## src/rtl/assert_macros.svh

```systemverilog
// Assertion helpers shared by the RTL files.
`ifndef ASSERT_MACROS_SVH
`define ASSERT_MACROS_SVH

// Checked on every rising edge of clk, ignored while rst is high.
`define ERML_ASSERT(lbl, prop, msg) \
  lbl: assert property (@(posedge clk) disable iff (rst) prop) else $error(msg);

// Checked on every rising edge of clk, reset included.
`define ERML_ASSERT_ALWAYS(lbl, prop, msg) \
  lbl: assert property (@(posedge clk) prop) else $error(msg);

`endif

```

## src/rtl/erml_pkg.sv

```systemverilog
package erml_pkg;

  localparam int DIST_W    = 16;
  localparam int ECHO_W    = 15;
  localparam int PCT_W     = 10;
  localparam int STATUS_W  = 2;
  localparam int CFG_W     = 16;
  localparam int REG_IDX_W = 2;

  // Percent divider: widest dividend is level * 1000 (26 bits), divisor 16 bits.
  localparam int DIV_W     = 26;
  localparam int DIVISOR_W = 16;

  localparam int WINDOW_SIZE_DEF = 5;

  localparam logic [REG_IDX_W-1:0] REG_TANK_HEIGHT    = 2'd0;
  localparam logic [REG_IDX_W-1:0] REG_TIMEOUT_MARGIN = 2'd1;

  localparam logic [CFG_W-1:0] TANK_HEIGHT_RST    = 16'd2500;
  localparam logic [CFG_W-1:0] TIMEOUT_MARGIN_RST = 16'd500;

  localparam logic [STATUS_W-1:0] STATUS_OK           = 2'd0;
  localparam logic [STATUS_W-1:0] STATUS_NO_ECHO      = 2'd1;
  localparam logic [STATUS_W-1:0] STATUS_OUT_OF_RANGE = 2'd2;

  // Speed of sound 343 m/s, round trip halved: dist = us * 343 / 200.
  localparam logic [8:0]  SOUND_NUM = 9'd343;
  localparam logic [7:0]  SOUND_DEN = 8'd200;
  localparam logic [9:0]  PCT_SCALE = 10'd1000;

  // Division by the sound constants is a multiply by a rounded-up reciprocal
  // and a shift. The rounding error times the largest operand stays below one
  // unit of the shift, so the quotient is exact over the full operand range.
  localparam int          DIST_PROD_W = 39;
  localparam int          DIST_SHIFT  = 23;
  localparam logic [23:0] DIST_RECIP  = 24'd14386463;  // ceil(343 * 2^23 / 200)
  localparam int          TOUT_PROD_W = 43;
  localparam int          TOUT_SHIFT  = 26;
  localparam logic [25:0] TOUT_RECIP  = 26'd39130533;  // ceil(200 * 2^26 / 343)

  localparam logic [DIV_W-1:0] DIST_MIN    = 26'd200;
  localparam logic [DIV_W-1:0] DIST_MAX    = 26'd50000;
  localparam logic [DIV_W-1:0] TIMEOUT_MIN = 26'd3000;
  localparam logic [DIV_W-1:0] TIMEOUT_MAX = 26'd30000;

  typedef struct packed {
    logic shift;  // push a new sample into the chain
    logic load;   // copy each sample into the circulating register
    logic step;   // rotate the circulating ring one place and count
  } cell_ctrl_t;

  typedef enum logic [3:0] {
    S_IDLE,
    S_DIST,
    S_LOAD,
    S_COUNT,
    S_PICK,
    S_LEVEL,
    S_PCT_START,
    S_PCT,
    S_TOUT,
    S_TWAIT,
    S_OUT
  } state_t;

endpackage

```

## src/rtl/erml_cell.sv

```systemverilog
module erml_cell #(
  parameter int CNT_W = 3,
  parameter int INDEX = 0
) (
  input  logic                        clk,
  input  erml_pkg::cell_ctrl_t        ctrl,
  input  logic [erml_pkg::DIST_W-1:0] shift_in,
  input  logic [erml_pkg::DIST_W-1:0] circ_in,
  input  logic                        circ_vld_in,
  input  logic [CNT_W-1:0]            fill,
  input  logic [CNT_W-1:0]            rank_k,
  output logic [erml_pkg::DIST_W-1:0] val,
  output logic [erml_pkg::DIST_W-1:0] circ_out,
  output logic                        circ_vld_out,
  output logic [erml_pkg::DIST_W-1:0] pick
);

  logic [CNT_W-1:0] less_cnt;
  logic [CNT_W-1:0] le_cnt;
  logic             vld;
  logic             match;

  assign vld = CNT_W'(INDEX) < fill;

  always_ff @(posedge clk) begin
    if (ctrl.shift) begin
      val <= shift_in;
    end
    if (ctrl.load) begin
      circ_out     <= val;
      circ_vld_out <= vld;
      less_cnt     <= '0;
      le_cnt       <= '0;
    end else if (ctrl.step) begin
      circ_out     <= circ_in;
      circ_vld_out <= circ_vld_in;
      if (circ_vld_out && (circ_out < val)) begin
        less_cnt <= less_cnt + 1'b1;
      end
      if (circ_vld_out && (circ_out <= val)) begin
        le_cnt <= le_cnt + 1'b1;
      end
    end
  end

  // A sample whose value spans the wanted sorted position is the median;
  // all cells that match hold the same value, so the picks can be ORed.
  assign match = vld && (less_cnt <= rank_k) && (rank_k < le_cnt);
  assign pick  = match ? val : '0;

endmodule

```

## src/rtl/erml_div.sv

```systemverilog
module erml_div (
  input  logic                           clk,
  input  logic                           rst,
  input  logic                           start,
  input  logic [erml_pkg::DIV_W-1:0]     dividend,
  input  logic [erml_pkg::DIVISOR_W-1:0] divisor,
  output logic                           done,
  output logic [erml_pkg::DIV_W-1:0]     quotient
);

  localparam int STEP_W = $clog2(erml_pkg::DIV_W + 1);

  logic                           busy;
  logic [STEP_W-1:0]              steps;
  logic [erml_pkg::DIVISOR_W-1:0] rem;
  logic [erml_pkg::DIVISOR_W-1:0] divr;
  logic [erml_pkg::DIVISOR_W:0]   trial;
  logic [erml_pkg::DIVISOR_W:0]   diff;
  logic                           ge;

  // Restoring division, one quotient bit per cycle.
  assign trial = {rem, quotient[erml_pkg::DIV_W-1]};
  assign ge    = trial >= {1'b0, divr};
  assign diff  = trial - {1'b0, divr};

  always_ff @(posedge clk) begin
    if (rst) begin
      busy  <= 1'b0;
      done  <= 1'b0;
      steps <= '0;
    end else begin
      done <= 1'b0;
      if (start) begin
        busy  <= 1'b1;
        steps <= STEP_W'(erml_pkg::DIV_W);
      end else if (busy) begin
        steps <= steps - 1'b1;
        if (steps == STEP_W'(1)) begin
          busy <= 1'b0;
          done <= 1'b1;
        end
      end
    end
  end

  always_ff @(posedge clk) begin
    if (start) begin
      rem      <= '0;
      divr     <= divisor;
      quotient <= dividend;
    end else if (busy) begin
      rem      <= ge ? diff[erml_pkg::DIVISOR_W-1:0] : trial[erml_pkg::DIVISOR_W-1:0];
      quotient <= {quotient[erml_pkg::DIV_W-2:0], ge};
    end
  end

endmodule

```

## src/rtl/echo_ranging_median_level_core.sv

```systemverilog
// Channel   Direction  Handshake              Payload
// cfg       in         cfg_we                 cfg_index, cfg_data
// in        in         in_valid / in_stall    echo_us
// out       out        out_valid / out_stall  status, filtered_distance, level,
//                                             level_percent, echo_timeout_us
//
// One item is worked on at a time. For a valid echo, most of the time from
// one acceptance to the next goes on the 26-step bit-serial percent
// division, which is skipped with a zero tank height, as it is for an echo
// out of range or a missing echo.
// The median is found by rotating the window once around the cell ring.
// in_stall is high from acceptance until the result has been taken.
// rst is synchronous; it empties the window and restores the registers.
`include "assert_macros.svh"

module echo_ranging_median_level_core #(
  parameter int WINDOW_SIZE = erml_pkg::WINDOW_SIZE_DEF
) (
  input  logic                           clk,
  input  logic                           rst,
  input  logic                           cfg_we,
  input  logic [erml_pkg::REG_IDX_W-1:0] cfg_index,
  input  logic [erml_pkg::CFG_W-1:0]     cfg_data,
  input  logic                           in_valid,
  output logic                           in_stall,
  input  logic [erml_pkg::ECHO_W-1:0]    echo_us,
  output logic                           out_valid,
  input  logic                           out_stall,
  output logic [erml_pkg::STATUS_W-1:0]  status,
  output logic [erml_pkg::DIST_W-1:0]    filtered_distance,
  output logic [erml_pkg::DIST_W-1:0]    level,
  output logic [erml_pkg::PCT_W-1:0]     level_percent,
  output logic [erml_pkg::ECHO_W-1:0]    echo_timeout_us
);

  localparam int CNT_W    = $clog2(WINDOW_SIZE + 1);
  localparam int TOUT_Q_W = erml_pkg::TOUT_PROD_W - erml_pkg::TOUT_SHIFT;

  erml_pkg::state_t     state;
  erml_pkg::state_t     state_next;
  erml_pkg::cell_ctrl_t cell_ctrl;

  logic [erml_pkg::CFG_W-1:0]  tank_height;
  logic [erml_pkg::CFG_W-1:0]  timeout_margin;
  logic [CNT_W-1:0]            fill;
  logic [CNT_W-1:0]            step_cnt;
  logic [erml_pkg::DIST_W-1:0] median;

  logic                              accept;
  logic                              div_start;
  logic [erml_pkg::DIV_W-1:0]        div_dividend;
  logic [erml_pkg::DIVISOR_W-1:0]    div_divisor;
  logic                              div_done;
  logic [erml_pkg::DIV_W-1:0]        div_quot;
  logic                              dist_bad;
  logic [erml_pkg::CFG_W:0]          range_sum;
  logic [erml_pkg::DIST_W-1:0]       pick_or;
  logic [erml_pkg::DIST_PROD_W-1:0]  dist_prod;
  logic [erml_pkg::DIST_W-1:0]       dist_val;
  logic [erml_pkg::TOUT_PROD_W-1:0]  tout_prod;
  logic [TOUT_Q_W-1:0]               tout_quot;

  logic [erml_pkg::DIST_W-1:0] val_a  [WINDOW_SIZE];
  logic [erml_pkg::DIST_W-1:0] circ_a [WINDOW_SIZE];
  logic                        cvld_a [WINDOW_SIZE];
  logic [erml_pkg::DIST_W-1:0] pick_a [WINDOW_SIZE];

  assign accept    = in_valid && !in_stall;
  assign dist_val  = dist_prod[erml_pkg::DIST_PROD_W-1:erml_pkg::DIST_SHIFT];
  assign dist_bad  = (erml_pkg::DIV_W'(dist_val) < erml_pkg::DIST_MIN) ||
                     (erml_pkg::DIV_W'(dist_val) > erml_pkg::DIST_MAX);
  assign range_sum = {1'b0, tank_height} + {1'b0, timeout_margin};
  assign tout_quot = tout_prod[erml_pkg::TOUT_PROD_W-1:erml_pkg::TOUT_SHIFT];

  // Configuration registers.
  always_ff @(posedge clk) begin
    if (rst) begin
      tank_height    <= erml_pkg::TANK_HEIGHT_RST;
      timeout_margin <= erml_pkg::TIMEOUT_MARGIN_RST;
    end else if (cfg_we) begin
      unique case (cfg_index)
        erml_pkg::REG_TANK_HEIGHT:    tank_height    <= cfg_data;
        erml_pkg::REG_TIMEOUT_MARGIN: timeout_margin <= cfg_data;
        default: ;
      endcase
    end
  end

  // Next state.
  always_comb begin
    state_next = state;
    unique case (state)
      erml_pkg::S_IDLE: begin
        if (accept) begin
          state_next = (echo_us == '0) ? erml_pkg::S_TOUT : erml_pkg::S_DIST;
        end
      end
      erml_pkg::S_DIST: begin
        state_next = dist_bad ? erml_pkg::S_TOUT : erml_pkg::S_LOAD;
      end
      erml_pkg::S_LOAD:  state_next = erml_pkg::S_COUNT;
      erml_pkg::S_COUNT: begin
        if (step_cnt == CNT_W'(WINDOW_SIZE - 1)) begin
          state_next = erml_pkg::S_PICK;
        end
      end
      erml_pkg::S_PICK:  state_next = erml_pkg::S_LEVEL;
      erml_pkg::S_LEVEL: begin
        state_next = (tank_height == '0) ? erml_pkg::S_TOUT : erml_pkg::S_PCT_START;
      end
      erml_pkg::S_PCT_START: state_next = erml_pkg::S_PCT;
      erml_pkg::S_PCT: begin
        if (div_done) begin
          state_next = erml_pkg::S_TOUT;
        end
      end
      erml_pkg::S_TOUT:  state_next = erml_pkg::S_TWAIT;
      erml_pkg::S_TWAIT: state_next = erml_pkg::S_OUT;
      erml_pkg::S_OUT: begin
        if (!out_stall) begin
          state_next = erml_pkg::S_IDLE;
        end
      end
      default: state_next = erml_pkg::S_IDLE;
    endcase
  end

  // Control outputs.
  always_comb begin
    in_stall        = 1'b1;
    out_valid       = 1'b0;
    div_start       = 1'b0;
    div_dividend    = '0;
    div_divisor     = '0;
    cell_ctrl.shift = 1'b0;
    cell_ctrl.load  = 1'b0;
    cell_ctrl.step  = 1'b0;
    unique case (state)
      erml_pkg::S_IDLE:  in_stall = 1'b0;
      erml_pkg::S_DIST:  cell_ctrl.shift = !dist_bad;
      erml_pkg::S_LOAD:  cell_ctrl.load  = 1'b1;
      erml_pkg::S_COUNT: cell_ctrl.step  = 1'b1;
      erml_pkg::S_PCT_START: begin
        div_start    = 1'b1;
        div_dividend = erml_pkg::DIV_W'(level) * erml_pkg::DIV_W'(erml_pkg::PCT_SCALE);
        div_divisor  = tank_height;
      end
      erml_pkg::S_OUT: out_valid = 1'b1;
      erml_pkg::S_PICK, erml_pkg::S_LEVEL, erml_pkg::S_PCT, erml_pkg::S_TOUT,
      erml_pkg::S_TWAIT: ;
      default: ;
    endcase
  end

  always_ff @(posedge clk) begin
    if (rst) begin
      state             <= erml_pkg::S_IDLE;
      fill              <= '0;
      filtered_distance <= '0;
      level             <= '0;
      level_percent     <= '0;
    end else begin
      state <= state_next;
      if (cell_ctrl.shift && (fill != CNT_W'(WINDOW_SIZE))) begin
        fill <= fill + 1'b1;
      end
      if (state == erml_pkg::S_LEVEL) begin
        filtered_distance <= median;
        level <= (median >= tank_height) ? '0 : tank_height - median;
        if (tank_height == '0) begin
          level_percent <= '0;
        end
      end
      if ((state == erml_pkg::S_PCT) && div_done) begin
        level_percent <= div_quot[erml_pkg::PCT_W-1:0];
      end
    end
  end

  always_ff @(posedge clk) begin
    if (accept) begin
      status    <= (echo_us == '0) ? erml_pkg::STATUS_NO_ECHO : erml_pkg::STATUS_OK;
      dist_prod <= erml_pkg::DIST_PROD_W'(echo_us) *
                   erml_pkg::DIST_PROD_W'(erml_pkg::DIST_RECIP);
    end else if ((state == erml_pkg::S_DIST) && dist_bad) begin
      status <= erml_pkg::STATUS_OUT_OF_RANGE;
    end
    if (state == erml_pkg::S_LOAD) begin
      step_cnt <= '0;
    end else if (state == erml_pkg::S_COUNT) begin
      step_cnt <= step_cnt + 1'b1;
    end
    if (state == erml_pkg::S_PICK) begin
      median <= pick_or;
    end
    if (state == erml_pkg::S_TOUT) begin
      tout_prod <= erml_pkg::TOUT_PROD_W'(range_sum) *
                   erml_pkg::TOUT_PROD_W'(erml_pkg::TOUT_RECIP);
    end
    if (state == erml_pkg::S_TWAIT) begin
      if (erml_pkg::DIV_W'(tout_quot) < erml_pkg::TIMEOUT_MIN) begin
        echo_timeout_us <= erml_pkg::ECHO_W'(erml_pkg::TIMEOUT_MIN);
      end else if (erml_pkg::DIV_W'(tout_quot) > erml_pkg::TIMEOUT_MAX) begin
        echo_timeout_us <= erml_pkg::ECHO_W'(erml_pkg::TIMEOUT_MAX);
      end else begin
        echo_timeout_us <= tout_quot[erml_pkg::ECHO_W-1:0];
      end
    end
  end

  erml_div u_div (
    .clk      (clk),
    .rst      (rst),
    .start    (div_start),
    .dividend (div_dividend),
    .divisor  (div_divisor),
    .done     (div_done),
    .quotient (div_quot)
  );

  // Window: cell 0 takes the newest sample; the circulating copies form a ring.
  for (genvar i = 0; i < WINDOW_SIZE; i++) begin : g_cell
    erml_cell #(
      .CNT_W (CNT_W),
      .INDEX (i)
    ) u_cell (
      .clk          (clk),
      .ctrl         (cell_ctrl),
      .shift_in     ((i == 0) ? dist_val : val_a[(i + WINDOW_SIZE - 1) % WINDOW_SIZE]),
      .circ_in      (circ_a[(i + WINDOW_SIZE - 1) % WINDOW_SIZE]),
      .circ_vld_in  (cvld_a[(i + WINDOW_SIZE - 1) % WINDOW_SIZE]),
      .fill         (fill),
      .rank_k       (fill >> 1),
      .val          (val_a[i]),
      .circ_out     (circ_a[i]),
      .circ_vld_out (cvld_a[i]),
      .pick         (pick_a[i])
    );
  end

  always_comb begin
    pick_or = '0;
    for (int i = 0; i < WINDOW_SIZE; i++) begin
      pick_or = pick_or | pick_a[i];
    end
  end

  `ERML_ASSERT(a_stall_after_accept, accept |=> in_stall, "input taken while an item is in work")
  `ERML_ASSERT(a_fill_bound, fill <= CNT_W'(WINDOW_SIZE), "window fill count beyond window size")
  `ERML_ASSERT(a_div_done_expected, div_done |-> (state == erml_pkg::S_PCT), "divider finished outside its wait state")
  `ERML_ASSERT(a_percent_bound, out_valid |-> (level_percent <= erml_pkg::PCT_W'(erml_pkg::PCT_SCALE)), "level percent above full scale")

endmodule
```

## config.mk

```make
export PLATFORM = sky130hd
export DESIGN_NAME = echo_ranging_median_level_core
export DESIGN_NICKNAME = d
export VERILOG_FILES = /design/src/rtl/erml_pkg.sv /design/src/rtl/erml_cell.sv /design/src/rtl/erml_div.sv /design/src/rtl/echo_ranging_median_level_core.sv
export VERILOG_INCLUDE_DIRS = /design/src /design/src/rtl
export SDC_FILE = /design/constraint.sdc
export NUM_CORES = 2
export LEC_CHECK = 0
export BUFFER_PORTS_ARGS = -buffer_cell sky130_fd_sc_hd__buf_2
export CAP_MARGIN = 20
export CORE_AREA = 2 2 254 256
export CTS_CLUSTER_SIZE = 10
export DETAILED_ROUTE_END_ITERATION = 6
export DIE_AREA = 0 0 256 258
export PLACE_DENSITY_LB_ADDON = 0.1
export RECOVER_POWER = 25
export SLEW_MARGIN = 20
export SYNTH_ARGS = -nofsm -noshare
export SYNTH_HDL_FRONTEND = slang
export SYNTH_SLANG_ARGS = --single-unit
```

## constraint.sdc

```tcl
create_clock -name clk -period 8.7 [get_ports clk]
set_clock_uncertainty 0.1 [all_clocks]
set_input_delay 1.74 -clock clk [delete_from_list [all_inputs] [get_ports clk]]
set_output_delay 1.74 -clock clk [all_outputs]
set_load 0.02 [all_outputs]
```

# --- After elaboration in Yosys (flattened, before gate mapping) ---
# Index checks and enable logic that the tools add are counted.
word_totals:
  reg_bits: 459
  latchBits: 0
  ram_bits: 0
  rom_bits: 0
  in_bits: 38
  output_inout_bits: 61
  n_memories: 0
classes:
  n_addsub: 16
  multipliers: 3
  div_mod_pow: 0
  n_lt_le_gt_ge: 31
  n_eq_ne: 18
  shift: 0
  muxes: 57
  bitwise_logic: 5
  n_reduce_logical: 52
ops:
  columns: ["op", "n"]
  rows:
  - ["two-way mux 16 bit", 17]
  - ["less-or-equal comparator 16 bit", 5]
  - ["less-than comparator 16 bit", 5]
  - ["two-way mux 26 bit", 3]
  - ["bitwise OR 16 bit", 4]
  - ["case mux 4 bit (11 select lines)", 1]
  - ["multiplier 17 x 26 -> 43 bit (second input constant)", 1]
  - ["multiplier 15 x 24 -> 39 bit (second input constant)", 1]
  - ["adder 3 x 1 -> 3 bit (second input constant)", 12]
  - ["subtractor 16 bit", 2]
  - ["two-way mux 10 bit", 3]
  - ["two-way mux 4 bit", 7]
  - ["AND reduction 2 bit", 13]
  - ["logical AND 1 bit", 24]
  - ["multiplier 16 x 7 -> 23 bit (second input constant)", 1]
  - ["two-way mux 1 bit", 21]
  - ["adder 16 x 16 -> 17 bit", 1]
  - [">= comparator 17 x 16 -> 1 bit", 1]
  - ["> comparator 17 x 15 -> 1 bit (second input constant)", 1]
  - ["less-than comparator 17 x 12 -> 1 bit (second input constant)", 1]
  - ["== test 4 x 3 -> 1 bit (second input constant)", 4]
  - [">= comparator 16 bit", 1]
  - ["> comparator 16 bit (second input constant)", 1]
  - ["logical NOT 16 bit", 1]
  - ["other kinds (29)", 51]

# --- Longest topological paths before layout ---
depth:
  depth_word: 8
  depth_mapped: 33
  ltp_nobuf: 33

# --- Modules after synthesis ---
# From an unflattened synthesis, not the netlist that was laid out.
unflattened:
  hier_cells: 3404
  hier_area_um2: 35885.7
by_module_without_submodules:
  columns: ["module", "instances", "cells_each", "area_each_um2"]
  rows:
  - ["echo_ranging_median_level_core", 1, 2234, 21832.2]
  - ["erml_cell at g_cell[0].u_cell ...", 2, 174, 2134.5]
  - ["erml_div", 1, 298, 3367.0]
  - ["erml_cell at g_cell[1].u_cell", 1, 175, 2150.8]
  - ["erml_cell at g_cell[4].u_cell", 1, 174, 2148.3]
  - ["erml_cell at g_cell[3].u_cell", 1, 175, 2118.3]

# --- Worst setup path after synthesis ---
# OpenSTA, ideal clock, no wires.
synth_path:
  kind: "register to register"
  startpoint: "register tank_height[1] in the netlist's numbering"
  endpoint: "register tout_prod[42] in the netlist's numbering, data pin"
  setup_time_ns: 0.260
  arrival_time_ns: 7.277
  path_slack_ns: 1.063
  stages_incl_launch_ff: 29
  path_buffers: 0
  synth_period_minus_slack_ns: 7.637
  path_cell_list: "dfxtp_1 > inv_1 > fa_1 > nor2b_1 > o21a_1 > o21ai_0 > a21oi_1 > o211ai_1 > o21ai_1 > ha_1 > xor2_1 > ha_1 > a31o_2 > fa_1 > inv_1 > fa_1 > fa_1 > fa_1 > inv_1 > ha_1 > or3_1 > a211oi_2 > o31ai_1 > and3_1 > a211oi_4 > o21ai_2 > a211oi_4 > o221ai_2 > xnor2_1"
synth_between:
  elab_chain_len: 2
synth_lines:
  columns: ["element", "line", "text"]
  rows:
  - ["start: declaration", "echo_ranging_median_level_core.sv:43", "logic [erml_pkg::CFG_W-1:0] tank_height;"]
  - ["start signal: assignment", "echo_ranging_median_level_core.sv:78", "tank_height <= erml_pkg::TANK_HEIGHT_RST;"]
  - ["start signal: assignment", "echo_ranging_median_level_core.sv:82", "erml_pkg::REG_TANK_HEIGHT: tank_height <= cfg_data;"]
  - ["adder 16 x 16 -> 17 bit", "echo_ranging_median_level_core.sv:72", "assign range_sum = {1'b0, tank_height} + {1'b0, timeout_margin};"]
  - ["multiplier 17 x 26 -> 43 bit", "echo_ranging_median_level_core.sv:197", "tout_prod <= erml_pkg::TOUT_PROD_W'(range_sum) *"]
  - ["end signal: assignment", "echo_ranging_median_level_core.sv:197", null]
  - ["end: declaration", "echo_ranging_median_level_core.sv:60", "logic [erml_pkg::TOUT_PROD_W-1:0] tout_prod;"]
# No other way between the ends.
# A chain may end at the register's enable or synchronous reset.

# --- Worst setup path after layout ---
layout_path:
  startpoint: "register tank_height[0] in the netlist's numbering"
  endpoint: "register tout_prod[42] in the netlist's numbering, data pin"
# The elaborated chain is that of the path after synthesis.

==> flow_metrics.py <==
metrics = {
    "power_and_ir_drop": {
        "leakagePower_nw": 18.2,
        "peakVddDrop_v": 0.000421,
        "p_per_area_nw_per_um2": 376,
        "finalPower_mw": 14.2,
    },
    "global_route": {
        "grt_first_pass_wirelength_mm": 136,
        "first_global_vias": 25300,
        "grt_use_met2_pct": 42.7,
        "grt_max_degree": 95,
        "grt_overflow_total": 0,
        "grt.met3_usage_pct": 3.85,
        "antenna_found_initial": 4,
        "track_usage_pct": 25.9,
        "top_usage_layer": "met2",
        "grt_util_met1_pct": 35.4,
    },
    "floorplan": {
        "dieArea_um2": 66000,
        "coreArea_um2": 63600,
        "die_h_um": 258,
        "rows": 93,
        "die_x_um": 256,
        "ioPinCount": 99,
        "start_util_pct": 54.1,
    },
    "drt": {
        "via_per_inst": 5.58,
        "drtAntennaViolNets": 0,
        "dr.pass1.iters": 7,
        "wl_mm": 83.9,
        "drtIter0Drc": 1544,
        "drcViolationCount": 2,
        "num_vias": 24400,
        "avgRoutedWirePerCell_um": 19.2,
    },
    "critical_path": {
        "cp-end-kind": "flop",
        "worstSetupStartpoint": "tank_height[0]$_SDFFE_PP0P_",
        "crit_path_top_delay_cell": "fa_1",
        "cp.arrival_ps": 8530,
        "r2r_start": "tank_height[0]$_SDFFE_PP0P_",
        "crit_required_ps": 8940,
        "critPathMostFrequentCell": "fa_1",
        "critPathLaunchType": "flop",
        "crit_fanout": 4,
        "critPathKind": "reg -> reg",
        "r2r_cells": 30,
        "max_stage_delay_ps": 550,
        "reg2reg_setup_slack_ps": 410,
        "rr_endpoint": "tout_prod[42]$_DFFE_PP_",
    },
    "timing": {
        "setup_violations": 0,
        "setup_ws_ps": 409,
        "post-route-period-util_pct": 95.3,
        "hold_viol": 0,
        "setup_tns_ps": 0,
        "clock.fmax_ghz": 0.121,
        "worst_slew_pin_slew_ps": 2630,
        "max-slew-margin-rel_pct": -75.6,
        "drv_slew": 171,
        "rsz0062_at_grt": "no",
        "period_needed_ps": 8290,
    },
    "placed_design": {
        "place.gp.congestion": 0.921,
        "portBuffers": 98,
        "placed_area_um2": 36100,
        "preCtsSetupSlack_ps": 570,
        "place_hpwl_mm": 66.9,
    },
    "yosys": {
        "synth_xor_area_share_pct": 2.69,
        "synth_seq_cells": 410,
        "muxShareOfSynthArea_pct": 0.701,
        "synthesis.area_um2": 34500,
        "synth_nets": 4235,
        "synth_seq_area_share_pct": 31.8,
        "synth_edf_count": 273,
        "synthArstFlopShare_pct": 0,
        "synth_area_leaders": "edfxtp_1, ha_1, fa_1, dfxtp_1, inv_1",
        "synth_top_family_by_area": "adder cells",
        "synth_cell_types": 74,
        "synth_simple_gate_area_share_pct": 9.55,
        "yosysTopAreaCellShare_pct": 23.8,
        "synth_warnings": 0,
        "synth_top_cell_by_area": "edfxtp_1",
        "avgSynthCellArea_um2": 10.2,
        "syn_inst": 3366,
        "synthAdderAreaFrac_pct": 36.4,
        "synth-compound-area-share_pct": 11.8,
        "ys.flop_type": "edfxtp_1",
    },
    "finish": {
        "final_common_cell": "inv_1",
        "final_core_util_pct": 59.2,
        "fin_nets": 4351,
        "final_cell_mix": "inv_1, ha_1, nand2_1, fa_1, edfxtp_1",
        "layout-drive-gt1-share_pct": 6.36,
        "synthToLayoutAreaGrowth_pct": 9.27,
        "final_area_um2": 37700,
        "fillers": 5520,
    },
    "status": {
        "status": "complete, but fails checks",
        "violations": "DRC, capacitance limit, slew limit",
    },
    "clock_tree": {
        "cts-resized-gates": 0,
        "clock_path_buffers": 3,
        "insertion_delay_ps": 620,
        "htreeDepth": 2,
        "clock_sinks": 410,
        "cts_hold_buf": 0,
        "cts_setup_buffers": 0,
        "path_clk_slew_ps": 60,
        "cts_tree": "built",
        "numCtsBuffers": 50,
        "ctsRootBufferMaster": "clkbuf_16",
    },
    "hold_path": {
        "hold_path_depth": 0,
        "min_to": "g_cell[3].u_cell.val[9]$_DFFE_PP_",
        "hold_start": "g_cell[2].u_cell.val[9]$_DFFE_PP_",
        "holdCritPathClass": "reg -> reg",
    },
    "run": {
        "cap_violations": 3,
    },
}
## routing by layer
metal,wire (um),vias up,part of all wire (%)
met5,8,-,0.0095
met4,2750,2,3.3
met3,4120,158,4.9
met2,39200,577,47
met1,37900,11900,45
li1,-,11800,-
## cell type report
type                    instances  area (um2)  share of cell area (%)
diodes                          1        2.50                 0.00665
clock buffers                  84        1420                    3.77
clock inverters                10         185                   0.492
inverters                     576        2160                    5.74
multi-input cells            2313       21200                    56.2
flip-flops and latches        410       10900                    29.1
well taps                     855        1070                    2.84
repair buffers                131         721                    1.91
## metrics by stage
step / hold WS [ps] / std cells
2_1_floorplan: 327 / 3366
3_3_place_gp: 343 / 4284
3_5_place_dp: 350 / 4284
4_1_cts: 340 / 4378
5_1_grt: 369 / 4379
6_report: 345 / 4380
## Yosys cell counts, drive strengths merged (3+ instances only)
cell,count
or3,17
o31ai,8
inv,576
or2,9
nand3,46
buf,7
xor2,44
and3,11
a21oi,179
xnor2,62
a22oi,44
o21ai,186
ha,543
a222oi,16
nor2b,24
and4,5
or3b,3
a2111oi,5
o21bai,13
nand4,30
nor2,119
a22o,3
dfxtp,137
edfxtp,273
nor4,21
nor3,32
nand2b,20
a211o,5
o21a,38
o211ai,12
o2111ai,4
fa,288
clkbuf,60
mux2i,23
o41ai,4
o211a,7
a32oi,3
a211oi,18
and2,24
a31o,6
a31oi,19
nand2,324
nand3b,14
o31a,4
a21o,58
## where the power goes
group          internal (mW)  total (mW)  switching, mW
clock                   1.21        2.06          0.853
combinational           3.75        8.90           5.15
sequential              2.88        3.20          0.316
total                   7.84        14.2           6.32
## worst max-delay path: cells and delay by family (launching register included)
| kind | cells | cell delay [ps] |
|---|---|---|
| XOR/XNOR | 3 | 770 |
| AO/OA/AOI/OAI | 11 | 2130 |
| buffers and inverters | 3 | 150 |
| flip-flops | 1 | 380 |
| adder cells (fa/ha/maj) | 9 | 3600 |
| AND/OR/NAND/NOR | 4 | 880 |
## worst max-delay path by stage
stage	end	slack, ps	cells after the start
after global routing	tout_prod[39]$_DFFE_PP_	20	25
final	tout_prod[42]$_DFFE_PP_	410	30
after global placement	tout_prod[42]$_DFFE_PP_	720	30
after CTS	tout_prod[42]$_DFFE_PP_	530	26
after detailed placement	tout_prod[42]$_DFFE_PP_	570	26
after floorplan	tout_prod[42]$_DFFE_PP_	1060	28
## state kept, by name, indices dropped and copies added (netlist names), 5 cells and up
signal	cells
median	16
level_percent	10
timeout_margin	16
g_cell.u_cell.circ_out	80
tank_height	16
filtered_distance	16
u_div.rem	16
u_div.steps	5
echo_timeout_us	15
dist_prod	16
g_cell.u_cell.val	80
g_cell.u_cell.less_cnt	15
g_cell.u_cell.circ_vld_out	5
u_div.quotient	26
level	16
u_div.divr	16
g_cell.u_cell.le_cnt	15
tout_prod	17
## kinds of logic after synthesis
family	Yosys count
AO/OA/AOI/OAI	645
XOR/XNOR	106
adder cells (fa/ha/maj)	831
buffers and inverters	643
flip-flops	410
multiplexers	24
AND/OR/NAND/NOR	707
Power figures use the tool's default switching activity.
